$ cat src/design/ecgdd_pkg.sv
package ecgdd_pkg;

  localparam int MAX_WINDOW = 64;
  localparam int CNT_W      = $clog2(MAX_WINDOW + 1);
  localparam int SUM_W      = 16 + $clog2(MAX_WINDOW);

  localparam int DIV_W = 32;
  localparam int DVS_W = 16;
  localparam int NB_W  = $clog2(DIV_W + 1);

  localparam int FIFO_DEPTH = 2;

  localparam int BEAT_NUM  = 60000;
  localparam int BASELINE  = 100;
  localparam int POINT_MAX = 200;

  localparam logic [9:0] PERIOD_RST = 10'd20;
  localparam logic [7:0] LOW_RST    = 8'd30;
  localparam logic [7:0] HIGH_RST   = 8'd220;
  localparam logic [9:0] FLASH_RST  = 10'd150;

  typedef enum logic {
    OP_SAMPLE = 1'b0,
    OP_TICK   = 1'b1
  } op_e;

  typedef enum logic [1:0] {
    CFG_PERIOD = 2'd0,
    CFG_LOW    = 2'd1,
    CFG_HIGH   = 2'd2,
    CFG_FLASH  = 2'd3
  } cfg_idx_e;

  typedef struct packed {
    logic [9:0] period;
    logic [7:0] rate_low;
    logic [7:0] rate_high;
    logic [9:0] flash;
  } cfg_t;

  typedef struct packed {
    logic signed [15:0] sample;
    logic [7:0]         heart_rate;
    logic               leads_on;
    logic [31:0]        ms;
  } item_t;

  typedef struct packed {
    logic             start;
    logic [DIV_W-1:0] dividend;
    logic [DVS_W-1:0] divisor;
    logic [NB_W-1:0]  nbits;
  } div_req_t;

  typedef struct packed {
    logic             done;
    logic [DIV_W-1:0] quot;
    logic [DVS_W-1:0] rem;
  } div_rsp_t;

endpackage

$ cat src/design/ecgdd_fifo.sv
module ecgdd_fifo import ecgdd_pkg::*; (
  input  logic  clk_i,
  input  logic  rst_ni,
  input  logic  push_i,
  input  item_t push_data_i,
  input  logic  pop_i,
  output logic  full_o,
  output logic  empty_o,
  output item_t head_o
);

  localparam int PTR_W = (FIFO_DEPTH > 1) ? $clog2(FIFO_DEPTH) : 1;
  localparam int LVL_W = $clog2(FIFO_DEPTH + 1);

  item_t             mem_q [FIFO_DEPTH];
  logic [PTR_W-1:0]  wr_ptr_q, wr_ptr_d;
  logic [PTR_W-1:0]  rd_ptr_q, rd_ptr_d;
  logic [LVL_W-1:0]  level_q, level_d;
  logic              do_push, do_pop;

  assign full_o  = (level_q == LVL_W'(FIFO_DEPTH));
  assign empty_o = (level_q == '0);
  assign head_o  = mem_q[rd_ptr_q];
  assign do_push = push_i && !full_o;
  assign do_pop  = pop_i && !empty_o;

  always_comb begin
    wr_ptr_d = wr_ptr_q;
    rd_ptr_d = rd_ptr_q;
    level_d  = level_q;
    if (do_push) begin
      wr_ptr_d = (wr_ptr_q == PTR_W'(FIFO_DEPTH - 1)) ? '0 : wr_ptr_q + 1'b1;
    end
    if (do_pop) begin
      rd_ptr_d = (rd_ptr_q == PTR_W'(FIFO_DEPTH - 1)) ? '0 : rd_ptr_q + 1'b1;
    end
    if (do_push && !do_pop) begin
      level_d = level_q + 1'b1;
    end else if (do_pop && !do_push) begin
      level_d = level_q - 1'b1;
    end
  end

  always_ff @(posedge clk_i or negedge rst_ni) begin
    if (!rst_ni) begin
      wr_ptr_q <= '0;
      rd_ptr_q <= '0;
      level_q  <= '0;
    end else begin
      wr_ptr_q <= wr_ptr_d;
      rd_ptr_q <= rd_ptr_d;
      level_q  <= level_d;
    end
  end

  always_ff @(posedge clk_i) begin
    if (do_push) begin
      mem_q[wr_ptr_q] <= push_data_i;
    end
  end

endmodule

$ cat src/design/ecgdd_front.sv
module ecgdd_front import ecgdd_pkg::*; (
  input  logic               clk_i,
  input  logic               rst_ni,
  input  logic               in_valid_i,
  output logic               in_ready_o,
  input  logic               op_i,
  input  logic signed [15:0] sample_i,
  input  logic [7:0]         heart_rate_i,
  input  logic               leads_on_i,
  input  logic               fifo_full_i,
  output logic               push_o,
  output item_t              push_data_o
);

  logic [31:0] ms_now_q, ms_now_d;
  logic        accept;
  logic        is_tick;

  assign in_ready_o = !fifo_full_i;
  assign accept     = in_valid_i && in_ready_o;
  assign is_tick    = (op_i == OP_TICK);

  // ticks stay here, samples go to the back end stamped with the current time
  assign push_o                 = accept && !is_tick;
  assign push_data_o.sample     = sample_i;
  assign push_data_o.heart_rate = heart_rate_i;
  assign push_data_o.leads_on   = leads_on_i;
  assign push_data_o.ms         = ms_now_q;

  always_comb begin
    ms_now_d = ms_now_q;
    if (accept && is_tick) begin
      ms_now_d = ms_now_q + 32'd1;
    end
  end

  always_ff @(posedge clk_i or negedge rst_ni) begin
    if (!rst_ni) begin
      ms_now_q <= '0;
    end else begin
      ms_now_q <= ms_now_d;
    end
  end

endmodule

$ cat src/design/ecgdd_div.sv
module ecgdd_div import ecgdd_pkg::*; (
  input  logic     clk_i,
  input  logic     rst_ni,
  input  div_req_t req_i,
  output div_rsp_t rsp_o
);

  logic             busy_q, busy_d;
  logic             done_q, done_d;
  logic [NB_W-1:0]  cnt_q, cnt_d;
  logic [DIV_W-1:0] dq_q, dq_d;
  logic [DVS_W-1:0] rem_q, rem_d;
  logic [DVS_W-1:0] dvs_q, dvs_d;
  logic [DVS_W:0]   trial;
  logic             fits;

  // restoring division, one quotient bit per cycle, msb first
  assign trial = {rem_q, dq_q[DIV_W-1]};
  assign fits  = (trial >= {1'b0, dvs_q});

  always_comb begin
    busy_d = busy_q;
    done_d = 1'b0;
    cnt_d  = cnt_q;
    dq_d   = dq_q;
    rem_d  = rem_q;
    dvs_d  = dvs_q;
    if (req_i.start) begin
      busy_d = 1'b1;
      cnt_d  = req_i.nbits;
      dq_d   = req_i.dividend;
      rem_d  = '0;
      dvs_d  = req_i.divisor;
    end else if (busy_q) begin
      dq_d  = {dq_q[DIV_W-2:0], fits};
      rem_d = fits ? DVS_W'(trial - {1'b0, dvs_q}) : trial[DVS_W-1:0];
      cnt_d = cnt_q - 1'b1;
      if (cnt_q == NB_W'(1)) begin
        busy_d = 1'b0;
        done_d = 1'b1;
      end
    end
  end

  always_ff @(posedge clk_i or negedge rst_ni) begin
    if (!rst_ni) begin
      busy_q <= 1'b0;
      done_q <= 1'b0;
      cnt_q  <= '0;
      dq_q   <= '0;
      rem_q  <= '0;
      dvs_q  <= '0;
    end else begin
      busy_q <= busy_d;
      done_q <= done_d;
      cnt_q  <= cnt_d;
      dq_q   <= dq_d;
      rem_q  <= rem_d;
      dvs_q  <= dvs_d;
    end
  end

  assign rsp_o.done = done_q;
  assign rsp_o.quot = dq_q;
  assign rsp_o.rem  = rem_q;

endmodule

$ cat src/design/ecgdd_back.sv
module ecgdd_back import ecgdd_pkg::*; (
  input  logic       clk_i,
  input  logic       rst_ni,
  input  cfg_t       cfg_i,
  input  logic       fifo_empty_i,
  input  item_t      head_i,
  output logic       pop_o,
  output div_req_t   div_req_o,
  input  div_rsp_t   div_rsp_i,
  output logic       out_valid_o,
  input  logic       out_ready_i,
  output logic       point_valid_o,
  output logic [7:0] chart_point_o,
  output logic       lead_warning_o,
  output logic       rate_shown_o,
  output logic [7:0] rate_display_o,
  output logic       beat_bright_o
);

  typedef enum logic [8:0] {
    S_IDLE = 9'b000000001,
    S_WIN  = 9'b000000010,
    S_EMIT = 9'b000000100,
    S_AVG  = 9'b000001000,
    S_RATE = 9'b000010000,
    S_BEAT = 9'b000100000,
    S_MOD  = 9'b001000000,
    S_OUT  = 9'b010000000,
    S_HOLD = 9'b100000000
  } state_e;

  state_e                    state_q, state_d;
  item_t                     item_q, item_d;
  logic                      emit_q, emit_d;
  logic signed [SUM_W-1:0]   sum_q, sum_d;
  logic [CNT_W-1:0]          cnt_q, cnt_d;
  logic signed [15:0]        peak_q, peak_d;
  logic                      open_q, open_d;
  logic [31:0]               last_emit_q, last_emit_d;

  logic                      r_pv_q, r_pv_d;
  logic [7:0]                r_pt_q, r_pt_d;
  logic                      r_warn_q, r_warn_d;
  logic                      r_shown_q, r_shown_d;
  logic [7:0]                r_disp_q, r_disp_d;
  logic                      r_bright_q, r_bright_d;

  logic                      ov_q, ov_d;
  logic                      o_pv_q, o_pv_d;
  logic [7:0]                o_pt_q, o_pt_d;
  logic                      o_warn_q, o_warn_d;
  logic                      o_shown_q, o_shown_d;
  logic [7:0]                o_disp_q, o_disp_d;
  logic                      o_bright_q, o_bright_d;

  // window update terms
  logic signed [16:0]        s_ext, p_ext;
  logic [16:0]               s_mag, p_mag;
  logic                      take_peak;
  logic [31:0]               elapsed;
  logic [SUM_W-1:0]          sum_mag;

  // chart point terms
  logic [15:0]               q_mag;
  logic signed [16:0]        avg_s;
  logic signed [19:0]        mix;
  logic signed [21:0]        mix5;
  logic signed [21:0]        mix_fl;
  logic signed [11:0]        level;
  logic [7:0]                point;
  logic                      rate_ok;

  assign s_ext     = 17'($signed(item_q.sample));
  assign p_ext     = 17'(peak_q);
  assign s_mag     = s_ext[16] ? 17'(-s_ext) : s_ext;
  assign p_mag     = p_ext[16] ? 17'(-p_ext) : p_ext;
  assign take_peak = !open_q || (s_mag > p_mag);
  assign elapsed   = item_q.ms - last_emit_q;
  assign sum_mag   = sum_q[SUM_W-1] ? SUM_W'(-sum_q) : SUM_W'(sum_q);

  // avg truncates toward zero, so the sign goes back on the magnitude quotient
  assign q_mag  = div_rsp_i.quot[15:0];
  assign avg_s  = sum_q[SUM_W-1] ? -$signed({1'b0, q_mag}) : $signed({1'b0, q_mag});
  assign mix    = (20'(avg_s) <<< 1) + 20'(avg_s) + 20'(peak_q);
  assign mix5   = (22'(mix) <<< 2) + 22'(mix);
  assign mix_fl = mix5 >>> 10;
  assign level  = 12'(mix_fl) + 12'(BASELINE);
  assign point  = (level < 0) ? 8'd0 :
                  (level > 12'(POINT_MAX)) ? 8'(POINT_MAX) : level[7:0];

  assign rate_ok = (item_q.heart_rate > cfg_i.rate_low) &&
                   (item_q.heart_rate < cfg_i.rate_high);

  always_comb begin
    state_d     = state_q;
    item_d      = item_q;
    emit_d      = emit_q;
    sum_d       = sum_q;
    cnt_d       = cnt_q;
    peak_d      = peak_q;
    open_d      = open_q;
    last_emit_d = last_emit_q;
    r_pv_d      = r_pv_q;
    r_pt_d      = r_pt_q;
    r_warn_d    = r_warn_q;
    r_shown_d   = r_shown_q;
    r_disp_d    = r_disp_q;
    r_bright_d  = r_bright_q;
    ov_d        = ov_q && !out_ready_i;
    o_pv_d      = o_pv_q;
    o_pt_d      = o_pt_q;
    o_warn_d    = o_warn_q;
    o_shown_d   = o_shown_q;
    o_disp_d    = o_disp_q;
    o_bright_d  = o_bright_q;
    pop_o       = 1'b0;
    div_req_o   = '0;

    case (state_q)
      S_IDLE: begin
        if (!fifo_empty_i) begin
          pop_o   = 1'b1;
          item_d  = head_i;
          state_d = S_WIN;
        end
      end
      S_WIN: begin
        r_pv_d     = 1'b0;
        r_pt_d     = 8'd0;
        r_warn_d   = 1'b0;
        r_shown_d  = 1'b0;
        r_disp_d   = 8'd0;
        r_bright_d = 1'b0;
        if (!item_q.leads_on) begin
          // leads off: fixed result, window untouched
          r_pv_d   = 1'b1;
          r_pt_d   = 8'(BASELINE);
          r_warn_d = 1'b1;
          state_d  = S_OUT;
        end else begin
          if (take_peak) begin
            peak_d = item_q.sample;
            open_d = 1'b1;
          end
          if (cnt_q < CNT_W'(MAX_WINDOW)) begin
            sum_d = sum_q + SUM_W'(item_q.sample);
            cnt_d = cnt_q + 1'b1;
          end
          emit_d = (elapsed >= 32'(cfg_i.period));
          if (elapsed >= 32'(cfg_i.period)) begin
            last_emit_d = item_q.ms;
          end
          state_d = S_EMIT;
        end
      end
      S_EMIT: begin
        if (emit_q) begin
          div_req_o.start    = 1'b1;
          div_req_o.dividend = {sum_mag, {(DIV_W - SUM_W){1'b0}}};
          div_req_o.divisor  = DVS_W'(cnt_q);
          div_req_o.nbits    = NB_W'(SUM_W);
          state_d            = S_AVG;
        end else begin
          state_d = S_RATE;
        end
      end
      S_AVG: begin
        if (div_rsp_i.done) begin
          r_pv_d  = 1'b1;
          r_pt_d  = (cnt_q == '0) ? 8'(BASELINE) : point;
          sum_d   = '0;
          cnt_d   = '0;
          peak_d  = '0;
          open_d  = 1'b0;
          state_d = S_RATE;
        end
      end
      S_RATE: begin
        if (rate_ok) begin
          r_shown_d          = 1'b1;
          r_disp_d           = item_q.heart_rate;
          div_req_o.start    = 1'b1;
          div_req_o.dividend = {DVS_W'(BEAT_NUM), {(DIV_W - DVS_W){1'b0}}};
          div_req_o.divisor  = DVS_W'(item_q.heart_rate);
          div_req_o.nbits    = NB_W'(DVS_W);
          state_d            = S_BEAT;
        end else begin
          state_d = S_OUT;
        end
      end
      S_BEAT: begin
        if (div_rsp_i.done) begin
          // beat length in ms, then the phase of now within it
          div_req_o.start    = 1'b1;
          div_req_o.dividend = item_q.ms;
          div_req_o.divisor  = div_rsp_i.quot[DVS_W-1:0];
          div_req_o.nbits    = NB_W'(DIV_W);
          state_d            = S_MOD;
        end
      end
      S_MOD: begin
        if (div_rsp_i.done) begin
          r_bright_d = (div_rsp_i.rem < DVS_W'(cfg_i.flash));
          state_d    = S_OUT;
        end
      end
      S_OUT: begin
        if (!ov_q || out_ready_i) begin
          ov_d       = 1'b1;
          o_pv_d     = r_pv_q;
          o_pt_d     = r_pt_q;
          o_warn_d   = r_warn_q;
          o_shown_d  = r_shown_q;
          o_disp_d   = r_disp_q;
          o_bright_d = r_bright_q;
          state_d    = S_IDLE;
        end else begin
          state_d = S_HOLD;
        end
      end
      S_HOLD: begin
        if (out_ready_i) begin
          ov_d       = 1'b1;
          o_pv_d     = r_pv_q;
          o_pt_d     = r_pt_q;
          o_warn_d   = r_warn_q;
          o_shown_d  = r_shown_q;
          o_disp_d   = r_disp_q;
          o_bright_d = r_bright_q;
          state_d    = S_IDLE;
        end
      end
      default: begin
        state_d = S_IDLE;
      end
    endcase
  end

  always_ff @(posedge clk_i or negedge rst_ni) begin
    if (!rst_ni) begin
      state_q     <= S_IDLE;
      emit_q      <= 1'b0;
      sum_q       <= '0;
      cnt_q       <= '0;
      peak_q      <= '0;
      open_q      <= 1'b0;
      last_emit_q <= '0;
      ov_q        <= 1'b0;
    end else begin
      state_q     <= state_d;
      emit_q      <= emit_d;
      sum_q       <= sum_d;
      cnt_q       <= cnt_d;
      peak_q      <= peak_d;
      open_q      <= open_d;
      last_emit_q <= last_emit_d;
      ov_q        <= ov_d;
    end
  end

  always_ff @(posedge clk_i) begin
    item_q     <= item_d;
    r_pv_q     <= r_pv_d;
    r_pt_q     <= r_pt_d;
    r_warn_q   <= r_warn_d;
    r_shown_q  <= r_shown_d;
    r_disp_q   <= r_disp_d;
    r_bright_q <= r_bright_d;
    o_pv_q     <= o_pv_d;
    o_pt_q     <= o_pt_d;
    o_warn_q   <= o_warn_d;
    o_shown_q  <= o_shown_d;
    o_disp_q   <= o_disp_d;
    o_bright_q <= o_bright_d;
  end

  assign out_valid_o    = ov_q;
  assign point_valid_o  = o_pv_q;
  assign chart_point_o  = o_pt_q;
  assign lead_warning_o = o_warn_q;
  assign rate_shown_o   = o_shown_q;
  assign rate_display_o = o_disp_q;
  assign beat_bright_o  = o_bright_q;

endmodule

$ cat src/design/ecg_display_decimator_top.sv
// ECG display decimator. Items are either ECG samples (op 0) or millisecond ticks (op 1);
// ticks only advance the internal clock and give no result, each sample gives exactly one
// result. A tick is taken whenever the input queue has room. With the leads off a sample
// goes straight to its result; with the leads on it updates the window, then closes it
// with a division (sum / count) when the period has elapsed, and when the heart rate is
// shown it divides twice more (60000 / rate, then time mod beat length). A sample may also
// wait for the previous result to be taken. All three divisions go through one shared
// divider that retires one quotient bit per cycle. A two-entry queue decouples input
// acceptance from processing, and a result register lets the next sample start while a
// finished result waits to be taken. Configuration is written through a plain write port
// and is to be changed only while the block is idle.
module ecg_display_decimator_top import ecgdd_pkg::*; (
  input  logic               clk_i,
  input  logic               rst_ni,
  input  logic               cfg_we_i,
  input  logic [1:0]         cfg_idx_i,
  input  logic [9:0]         cfg_wdata_i,
  input  logic               in_valid_i,
  output logic               in_ready_o,
  input  logic               op_i,
  input  logic signed [15:0] sample_i,
  input  logic [7:0]         heart_rate_i,
  input  logic               leads_on_i,
  output logic               out_valid_o,
  input  logic               out_ready_i,
  output logic               point_valid_o,
  output logic [7:0]         chart_point_o,
  output logic               lead_warning_o,
  output logic               rate_shown_o,
  output logic [7:0]         rate_display_o,
  output logic               beat_bright_o
);

  cfg_t     cfg_q, cfg_d;
  logic     fifo_full, fifo_empty;
  logic     push, pop;
  item_t    push_data, head;
  div_req_t div_req;
  div_rsp_t div_rsp;

  always_comb begin
    cfg_d = cfg_q;
    if (cfg_we_i) begin
      case (cfg_idx_e'(cfg_idx_i))
        CFG_PERIOD: cfg_d.period    = cfg_wdata_i;
        CFG_LOW:    cfg_d.rate_low  = cfg_wdata_i[7:0];
        CFG_HIGH:   cfg_d.rate_high = cfg_wdata_i[7:0];
        CFG_FLASH:  cfg_d.flash     = cfg_wdata_i;
        default:    cfg_d = cfg_q;
      endcase
    end
  end

  always_ff @(posedge clk_i or negedge rst_ni) begin
    if (!rst_ni) begin
      cfg_q.period    <= PERIOD_RST;
      cfg_q.rate_low  <= LOW_RST;
      cfg_q.rate_high <= HIGH_RST;
      cfg_q.flash     <= FLASH_RST;
    end else begin
      cfg_q <= cfg_d;
    end
  end

  ecgdd_front u_front (
    .clk_i        (clk_i),
    .rst_ni       (rst_ni),
    .in_valid_i   (in_valid_i),
    .in_ready_o   (in_ready_o),
    .op_i         (op_i),
    .sample_i     (sample_i),
    .heart_rate_i (heart_rate_i),
    .leads_on_i   (leads_on_i),
    .fifo_full_i  (fifo_full),
    .push_o       (push),
    .push_data_o  (push_data)
  );

  ecgdd_fifo u_fifo (
    .clk_i       (clk_i),
    .rst_ni      (rst_ni),
    .push_i      (push),
    .push_data_i (push_data),
    .pop_i       (pop),
    .full_o      (fifo_full),
    .empty_o     (fifo_empty),
    .head_o      (head)
  );

  ecgdd_div u_div (
    .clk_i  (clk_i),
    .rst_ni (rst_ni),
    .req_i  (div_req),
    .rsp_o  (div_rsp)
  );

  ecgdd_back u_back (
    .clk_i          (clk_i),
    .rst_ni         (rst_ni),
    .cfg_i          (cfg_q),
    .fifo_empty_i   (fifo_empty),
    .head_i         (head),
    .pop_o          (pop),
    .div_req_o      (div_req),
    .div_rsp_i      (div_rsp),
    .out_valid_o    (out_valid_o),
    .out_ready_i    (out_ready_i),
    .point_valid_o  (point_valid_o),
    .chart_point_o  (chart_point_o),
    .lead_warning_o (lead_warning_o),
    .rate_shown_o   (rate_shown_o),
    .rate_display_o (rate_display_o),
    .beat_bright_o  (beat_bright_o)
  );

endmodule

$ cat config.mk
export PLATFORM = sky130hd
export DESIGN_NAME = ecg_display_decimator_top
export DESIGN_NICKNAME = d
export VERILOG_FILES = /design/src/design/ecgdd_pkg.sv /design/src/design/ecgdd_fifo.sv /design/src/design/ecgdd_front.sv /design/src/design/ecgdd_div.sv /design/src/design/ecgdd_back.sv /design/src/design/ecg_display_decimator_top.sv
export SDC_FILE = /design/constraint.sdc
export NUM_CORES = 1
export LEC_CHECK = 0
export BUFFER_PORTS_ARGS = -buffer_cell sky130_fd_sc_hd__buf_2
export CORE_ASPECT_RATIO = 0.5
export CORE_MARGIN = 10
export CORE_UTILIZATION = 55
export DETAILED_ROUTE_END_ITERATION = 16
export GPL_TIMING_DRIVEN = 0
export PLACE_DENSITY_LB_ADDON = 0.15
export RECOVER_POWER = 25
export SYNTH_ARGS = -nofsm -noshare
export SYNTH_HDL_FRONTEND = slang
export SYNTH_SLANG_ARGS = --single-unit
$ cat constraint.sdc
create_clock -name clk_i -period 8.8 [get_ports clk_i]
set_clock_uncertainty 0.15 [all_clocks]
set_input_delay 0.44 -clock clk_i [delete_from_list [all_inputs] [get_ports clk_i]]
set_output_delay 0.44 -clock clk_i [all_outputs]
set_load 0.05 [all_outputs]
==> summary.txt, run 1 <==
Floorplanning
  • I/O pin count: 65
  • Core Area: 0.0454 mm^2
  • DIE WIDTH: 324 um
  • Starting Density: 56.0%
  • Die Height: 172 um
  • # rows: 55
  • Full die area: 0.0557 mm^2

Critical path
  • Type of origin of the critical path: flip-flop
  • Crit path buf inv count: 5
  • Crit end category: flip-flop
  • Worst reg2reg setup slack: 0.73 ns
  • Critical R2R Launch: u_back.sum_q[21]
  • Cell mode on critical path: o21ai_0
  • Critical path type: flip-flop to flip-flop
  • Critical path peak fanout: 13
  • Slowest stage delay, CP: 0.65 ns
  • Arrival @ worst endpoint: 8.24 ns
  • Worst path depth: 33
  • Worst R2R Path Depth: 33
  • CP delay by family, top: compound AO/OA/AOI/OAI gates
  • Crit path required time: 8.97 ns
  • R2R Path End: u_back.r_pt_q[3]
  • Crit-path slowest cell: dfrtp_1

Logic synthesis
  • Synthesized Nets: 2,553
  • Yosys top cell area share: 24.9%
  • Top post-synthesis cells by area: edfxtp_1 (25%), dfrtp_1 (21%), ha_1 (8.3%)
  • Synth Instances: 2,323
  • Post-synth EDFFs: 211
  • Synth async-reset ratio: 52.5%
  • Yosys top cell by area: edfxtp_1
  • Avg Inst Size Synth: 10.9 um^2
  • Post-synthesis sequential area ratio: 48.0%
  • Mapped Area: 0.0254 mm^2
  • Register bit count reported by yosys: 444
  • Top_reg_cell synth: dfrtp_1
  • Post-synth cell types: 88
  • Yosys warning total: 0

Drt
  • First-pass iteration count of the detailed router: 5
  • Number of DRC markers in iteration 0: 1,484
  • Via count: 18.2k
  • DR vias/cell: 5.87
  • DRC Markers: 0
  • Average wire per standard cell: 19.5 um
  • Final ANT Viol Nets: 0
  • Final wirelength: 60,400 um

Timing
  • Final setup fails: 0
  • Post-route clock period utilization: 91.7%
  • RSZ-0062 raised after global routing: false
  • Fin. Hold Viols: 0
  • Slew Viols, Final: 117
  • Worst relative slew slack: -332%
  • Fmax: 124 MHz
  • Final min period: 8.07 ns
  • Setup TNS: 0 ns
  • Worst slew pin tran: 6.48 ns

Finish
  • Antenna cell count: 0
  • Share of layout cells above drive strength 1: 11.7%
  • Core Util, Final: 62.3%
  • Fill cells: 3,671
  • Nets: 2,700
  • Area Growth Syn to Fin: 11.3%

Run
  • Max-Cap Viols: 1

Global routing
  • Gr usage total: 21.8%
  • Largest net degree at the start of global routing: 119
  • Vias in the first global route: 17.8k
  • Initial antenna violation count: 0
  • Gr ovfl total: 0
  • First-pass GRT wire length: 96,900 um

Clock tree
  • # clock sinks: 444
  • CTS tree: built
  • H-tree depth: 2
  • Clock Latency Late Sink: 0.57 ns
  • Total CTS buffers: 41
  • Max clock buf depth: 3
  • CTS Root Buffer Type: clkbuf_16
  • Clk pin slew, worst setup/hold paths: 0.07 ns

Outcome
  • Failing checks: capacitance limit, slew limit
  • Status: complete, but fails checks

Placement
  • Placer Congestion: 0.940
  • Final HPWL DP: 45,500 um
  • I/O Buffers: 64

Min path
  • Hold path start: cfg_wdata_i[3]
  • Hold crit path type: input port to flip-flop
  • Min-Delay Path Depth: 3
  • Hold EP: cfg_q[29]
-- per-layer routing --
metal	vias up	GRT usage, %	wire length, um
met3	73	3.94	3960
met5	-	0	0
met2	451	32.7	25900
li1	8735	-	-
met4	0	5.03	1210
met1	8931	32.3	29300
-- Yosys cell counts (all sizes together) (9+ instances only) --
library cell and count:
nor4 15, a31oi 9, or2 9, a22oi 15
inv 168, and3 22, a211oi 11, and2 18
mux2 121, xor2 55, dfrtp 217, nand3 44
nand2b 29, nor3 37, a21oi 130, nor2b 35
or4 10, xnor2 112, fa 18, a21boi 10
o31ai 24, o21a 27, nand2 161, o41ai 12
o21ai 153, nand4 25, a221oi 16, a22o 33
dfstp 16, edfxtp 211, clkbuf 55, ha 169
o21bai 16, nor2 129, or3 14, a21o 37
mux2i 32, buf 12, nor3b 9, nand3b 12
-- cell families after synthesis --
family / synth area share [%]
AO/OA/AOI/OAI: 14.2
XOR/XNOR: 5.76
adder cells (fa/ha/maj): 9.74
buffers and inverters: 3.57
flip-flops: 48.0
multiplexers: 7.05
other: 0.0296
AND/OR/NAND/NOR: 11.7
-- flip-flops by register name, indices dropped and copies added, names as in the netlist, 2 cells and up --
| signal | count |
|---|---|
| u_fifo.mem_q | 114 |
| u_back.item_q | 57 |
| u_front.ms_now_q | 32 |
| u_div.rem_q | 16 |
| u_back.r_pt_q | 8 |
| u_back.rate_display_o | 8 |
| u_div.dvs_q | 16 |
| cfg_q | 36 |
| u_div.dq_q | 32 |
| u_back.last_emit_q | 32 |
| u_div.cnt_q | 6 |
| u_back.chart_point_o | 8 |
| u_fifo.level_q | 2 |
| u_back.peak_q | 16 |
| u_back.cnt_q | 7 |
| u_back.sum_q | 22 |
| u_back.state_q | 9 |
| u_back.r_disp_q | 8 |
-- worst min-delay path: cells and delay by family --
family                 cells  cell delay [ns]
and+or+nand+nor            1             0.06
buffers and inverters      1             0.15
AOI/OAI and AO/OA          1             0.06
-- layout by cell type, fill, tap and decap left out, types with 16 or more instances in the layout --
cell,instances
and3_1,21
nor2b_1,35
nor2_1,128
nand2b_1,29
o21bai_1,16
nor3_1,36
o31ai_1,23
dlygate4sd3_1,32
clkbuf_16,42
fa_1,18
inv_1,168
clkbuf_1,79
ha_1,169
mux2_2,92
edfxtp_1,211
o21ai_0,147
dfrtp_1,217
mux2i_1,32
a221oi_1,16
buf_2,49
o21a_1,27
mux2_4,29
xor2_1,55
xnor2_1,112
nand2_1,161
and2_1,17
dfstp_2,16
nand3_1,44
a21o_1,37
nand4_1,25
a22o_1,33
a21oi_1,127
-- metrics by stage --
stage	hold WS [ns]	instances	setup WS, ns	instance area (um^2)
finish	0.0327	3101	0.734	28300
CTS	0.00793	3102	0.222	28300
global placement	0.252	2985	0.402	26500
detailed placement	0.255	2994	0.262	26700
floorplan	-0.00559	2323	1.82	25400
global route	0.0202	3101	0.0357	28300
-- worst max path at each step --
| stage | from | endpoint | slack, ns |
|---|---|---|---|
| floorplan | u_back.sum_q[21] | u_back.r_pt_q[3] | 1.82 |
| global placement | u_back.sum_q[21] | u_back.r_pt_q[3] | 0.40 |
| detailed placement | u_back.sum_q[21] | u_back.r_pt_q[3] | 0.26 |
| CTS | u_back.sum_q[21] | u_back.r_pt_q[3] | 0.22 |
| global route | u_back.sum_q[21] | u_back.r_pt_q[0] | 0.04 |
| finish | u_back.sum_q[21] | u_back.r_pt_q[3] | 0.73 |
-- area by class of cell --
class | count | area [um^2] | area share (%)
inverter | 168 | 631 | 2.23
timing repair buffer | 105 | 754 | 2.67
sequential | 444 | 12200 | 43.1
tap | 598 | 748 | 2.64
clock buffer | 57 | 1160 | 4.09
buffer | 66 | 274 | 0.969
multi-input combinational | 1644 | 12300 | 43.6
clock inverter | 19 | 199 | 0.703
-- what timing repair did --
item,4_1_cts,5_1_grt
hold buffers,32,0
gates resized for setup,0,3
endpoints found under the hold margin,159,0
buffers inserted,0,0
endpoints found under the setup margin,0,8
Power of run 1 is not shown: default switching activity piles up to over one toggle a cycle in this logic, so the estimate is an artifact.
==> run 2, diff against run 1 <==
--- a/config.mk
+++ b/config.mk
@@ -5,6 +5,7 @@
 export SDC_FILE = /design/constraint.sdc
 export NUM_CORES = 1
 export LEC_CHECK = 0
+export ABC_AREA = 1
 export BUFFER_PORTS_ARGS = -buffer_cell sky130_fd_sc_hd__buf_2
 export CORE_ASPECT_RATIO = 0.5
 export CORE_MARGIN = 10
@@ -13,6 +14,7 @@
 export GPL_TIMING_DRIVEN = 0
 export PLACE_DENSITY_LB_ADDON = 0.15
 export RECOVER_POWER = 25
+export SKIP_CTS_REPAIR_TIMING = 1
 export SYNTH_ARGS = -nofsm -noshare
 export SYNTH_HDL_FRONTEND = slang
 export SYNTH_SLANG_ARGS = --single-unit
==> constraint.sdc (replaced) <==
create_clock -name clk_i -period 7.1 [get_ports clk_i]
set_clock_uncertainty 0.15 [all_clocks]
set_input_delay 0.355 -clock clk_i [delete_from_list [all_inputs] [get_ports clk_i]]
set_output_delay 0.355 -clock clk_i [all_outputs]
set_load 0.05 [all_outputs]
==> summary.txt, run 2 <==
Drt
  • First-pass iteration count of the detailed router: 5 (unchanged)
  • Number of DRC markers in iteration 0: 1,845 (was 1,484)
  • Via count: 20.2k (was 18.2k)
  • DRC Markers: 0 (unchanged)
  • Average wire per standard cell: 17.7 um (was 19.5 um)
  • Final ANT Viol Nets: 0 (unchanged)
  • Final wirelength: 65,000 um (was 60,400 um)
  • DR vias/cell: 5.51 (was 5.87)

Finish
  • Largest Register: u_fifo.mem_q (unchanged)
  • Area Growth Syn to Fin: 11.7% (was 11.3%)
  • Nets: 3,225 (was 2,700)
  • Share of layout cells above drive strength 1: 9.41% (was 11.7%)
  • Most common cell after layout, fill and taps aside: nand2_1 (was dfrtp_1)
  • Antenna cell count: 0 (unchanged)
  • Regs by FF count: u_fifo.mem_q x114, u_back.item_q x57, cfg_q x36 (unchanged)
  • Max reg flops: 114 (unchanged)
  • Commonest cells after routing, fill and taps aside: nand2_1 (536), inv_1 (396), dfrtp_1 (217) (was dfrtp_1 (217), edfxtp_1 (211), ha_1 (169))
  • Post-route cell area: 0.0289 mm^2 (was 0.0283 mm^2)

Clock tree
  • H-tree depth: 2 (unchanged)
  • Clk pin slew, worst setup/hold paths: 0.07 ns (about the same)
  • Total CTS buffers: 42 (was 41)
  • Clock Latency Late Sink: 0.57 ns (about the same)
  • Max clock buf depth: 3 (unchanged)
  • CTS Root Buffer Type: clkbuf_16 (unchanged)
  • # clock sinks: 444 (unchanged)
  • CTS tree: built (unchanged)

Critical path
  • Slowest stage delay, CP: 0.43 ns (was 0.65 ns)
  • Worst R2R Path Depth: 32 (was 33)
  • Crit end category: flip-flop (unchanged)
  • Type of origin of the critical path: flip-flop (unchanged)
  • Cell mode on critical path: inv_1 (was o21ai_0)
  • Critical path type: flip-flop to flip-flop (unchanged)
  • Critical path peak fanout: 10 (was 13)
  • Critical R2R Launch: u_back.sum_q[21] (unchanged)
  • Crit path to: u_back.r_pt_q[3] (unchanged)
  • Worst reg2reg setup slack: 0.65 ns (was 0.73 ns)
  • R2R Path End: u_back.r_pt_q[3] (unchanged)
  • Crit-path slowest cell: fa_1 (was dfrtp_1)
  • Crit path required time: 7.25 ns (was 8.97 ns)
  • Arrival @ worst endpoint: 6.60 ns (was 8.24 ns)
  • CP startpoint: u_back.sum_q[21] (unchanged)

Floorplanning
  • Starting Density: 55.4% (was 56.0%)
  • # rows: 56 (was 55)
  • DIE WIDTH: 327 um (was 324 um)
  • Die Height: 173 um (was 172 um)
  • Core Area: 0.0467 mm^2 (was 0.0454 mm^2)
  • I/O pin count: 65 (unchanged)
  • Full die area: 0.0566 mm^2 (was 0.0557 mm^2)

Timing
  • Post-route clock period utilization: 90.9% (was 91.7%)
  • RSZ-0062 raised after global routing: false (unchanged)
  • Hold slack: -0.0123 ns (was 0.0327 ns)
  • Worst slew pin tran: 2.50 ns (was 6.48 ns)
  • Fin. Hold Viols: 1 (was 0)
  • Fmax: 155 MHz (was 124 MHz)
  • Worst relative slew slack: -66.8% (was -332%)
  • Slew Viols, Final: 93 (was 117)
  • Final min period: 6.45 ns (was 8.07 ns)
  • Final setup fails: 0 (unchanged)

Logic synthesis
  • Mapped Area: 0.0259 mm^2 (was 0.0254 mm^2)
  • Leading cell type by number of instances after synthesis: nand2_1 (was dfrtp_1)
  • Post-synthesis sequential area ratio: 47.1% (was 48.0%)
  • Top_reg_cell synth: dfrtp_1 (unchanged)
  • Register bit count reported by yosys: 444 (unchanged)
  • Synthesized Nets: 3,076 (was 2,553)
  • Synth Instances: 2,846 (was 2,323)
  • Yosys top cell by area: edfxtp_1 (unchanged)
  • Post-synth EDFFs: 211 (unchanged)
  • Top post-synthesis cells by area: edfxtp_1 (25%), dfrtp_1 (21%), ha_1 (8.2%) (was edfxtp_1 (25%), dfrtp_1 (21%), ha_1 (8.3%))
  • Synth async-reset ratio: 52.5% (unchanged)
  • Yosys top cell area share: 24.5% (was 24.9%)
  • Avg Inst Size Synth: 9.09 um^2 (was 10.9 um^2)
  • Yosys warning total: 0 (unchanged)
  • Top cells by count, synth: nand2_1 (536), inv_1 (396), dfrtp_1 (217) (was dfrtp_1 (217), edfxtp_1 (211), ha_1 (169))
  • Post-synth cell types: 64 (was 88)

Placement
  • Placer Congestion: 0.934 (was 0.940)
  • Post-DP Area: 0.0272 mm^2 (was 0.0267 mm^2)
  • I/O Buffers: 64 (unchanged)
  • Final HPWL DP: 50,000 um (was 45,500 um)

Global routing
  • Vias in the first global route: 19.2k (was 17.8k)
  • Initial antenna violation count: 0 (unchanged)
  • Gr ovfl total: 0 (unchanged)
  • Gr usage total: 22.2% (was 21.8%)
  • First-pass GRT wire length: 103,000 um (was 96,900 um)
  • Largest net degree at the start of global routing: 116 (was 119)

Min path
  • Hold crit path type: input port to flip-flop (unchanged)

Outcome
  • Status: complete, but fails checks (unchanged)
  • Failing checks: hold timing, capacitance limit, slew limit (was capacitance limit, slew limit)

Run
  • Max-Cap Viols: 1 (unchanged)
## run 2: cell count changes after synthesis, moves of 51 or more
cell	previous run	this run
nand2_1	161	536
nand3_1	44	118
inv_1	168	396
nor2_1	129	190
xor2_1	55	106
xnor2_1	112	41
## run 2: layer usage
layer | routed length, um | part of all wire (%) | GRT usage, % | vias up
li1 | - | - | - | 9929
met4 | 1050 | 1.6 | 4.36 | 0
met5 | 0 | 0 | 0 | -
met1 | 30000 | 46 | 31.4 | 9640
met2 | 27600 | 42 | 33.1 | 543
met3 | 6310 | 9.7 | 7.40 | 89
## run 2: how the worst min path moves through the flow
stage | from | to | slack (ns) | cells after the start
CTS | rst_ni | u_front.ms_now_q[1] | -0.54 | 1
global placement | u_back.r_disp_q[0] | u_back.rate_display_o[0] | 0.25 | 0
finish | out_ready_i | u_back.out_valid_o | -0.01 | 4
floorplan | rst_ni | cfg_q[0] | -0.09 | 0
detailed placement | rst_ni | u_front.ms_now_q[1] | 0.07 | 1
global route | cfg_wdata_i[7] | cfg_q[7] | 0.01 | 3
## run 2: metrics by stage
stage	hold WS, ns	std cells	TNS (ns)	util (%)	worst slack, ns
3_3_place_gp	0.252	3548	-2.06	57.8	-0.619
3_5_place_dp	0.0650	3555	0	58.2	0.408
4_1_cts	-0.538	3632	0	61.3	0.369
5_1_grt	0.0115	3666	0	61.9	0.0152
6_report	-0.0123	3666	0	61.9	0.648
2_1_floorplan	-0.0906	2846	0	-	1.49
## run 2: cells by family after synthesis
kind of cell,after synthesis,synth area share [%]
DFF,444,47.1
buffers and inverters,469,6.94
muxes,58,2.53
and+or+nand+nor,1020,17.4
AOI/OAI and AO/OA,519,11.5
xor gates and xnor gates,147,4.98
other,2,0.0290
adders and majority gates,187,9.57
## run 2: cell type report
type | instances | area (um^2)
flip-flops and latches | 444 | 12200
well taps | 638 | 798
multi-input cells | 1933 | 11900
clock inverters | 17 | 220
plain buffers | 59 | 260
clock buffers | 60 | 1210
fillers | 4089 | 17800
repair buffers | 105 | 766
inverters | 410 | 1540
## run 2: worst max-delay path: cells and delay by family (launching register included)
family | cells | cell delay (ns)
buffers and inverters | 7 | 0.87
flip-flops | 1 | 0.40
AND/OR/NAND/NOR | 8 | 0.89
XOR/XNOR | 1 | 0.16
adder cells (fa/ha/maj) | 4 | 1.36
AO/OA/AOI/OAI | 12 | 2.37
Power of run 2 is left out for the same reason.
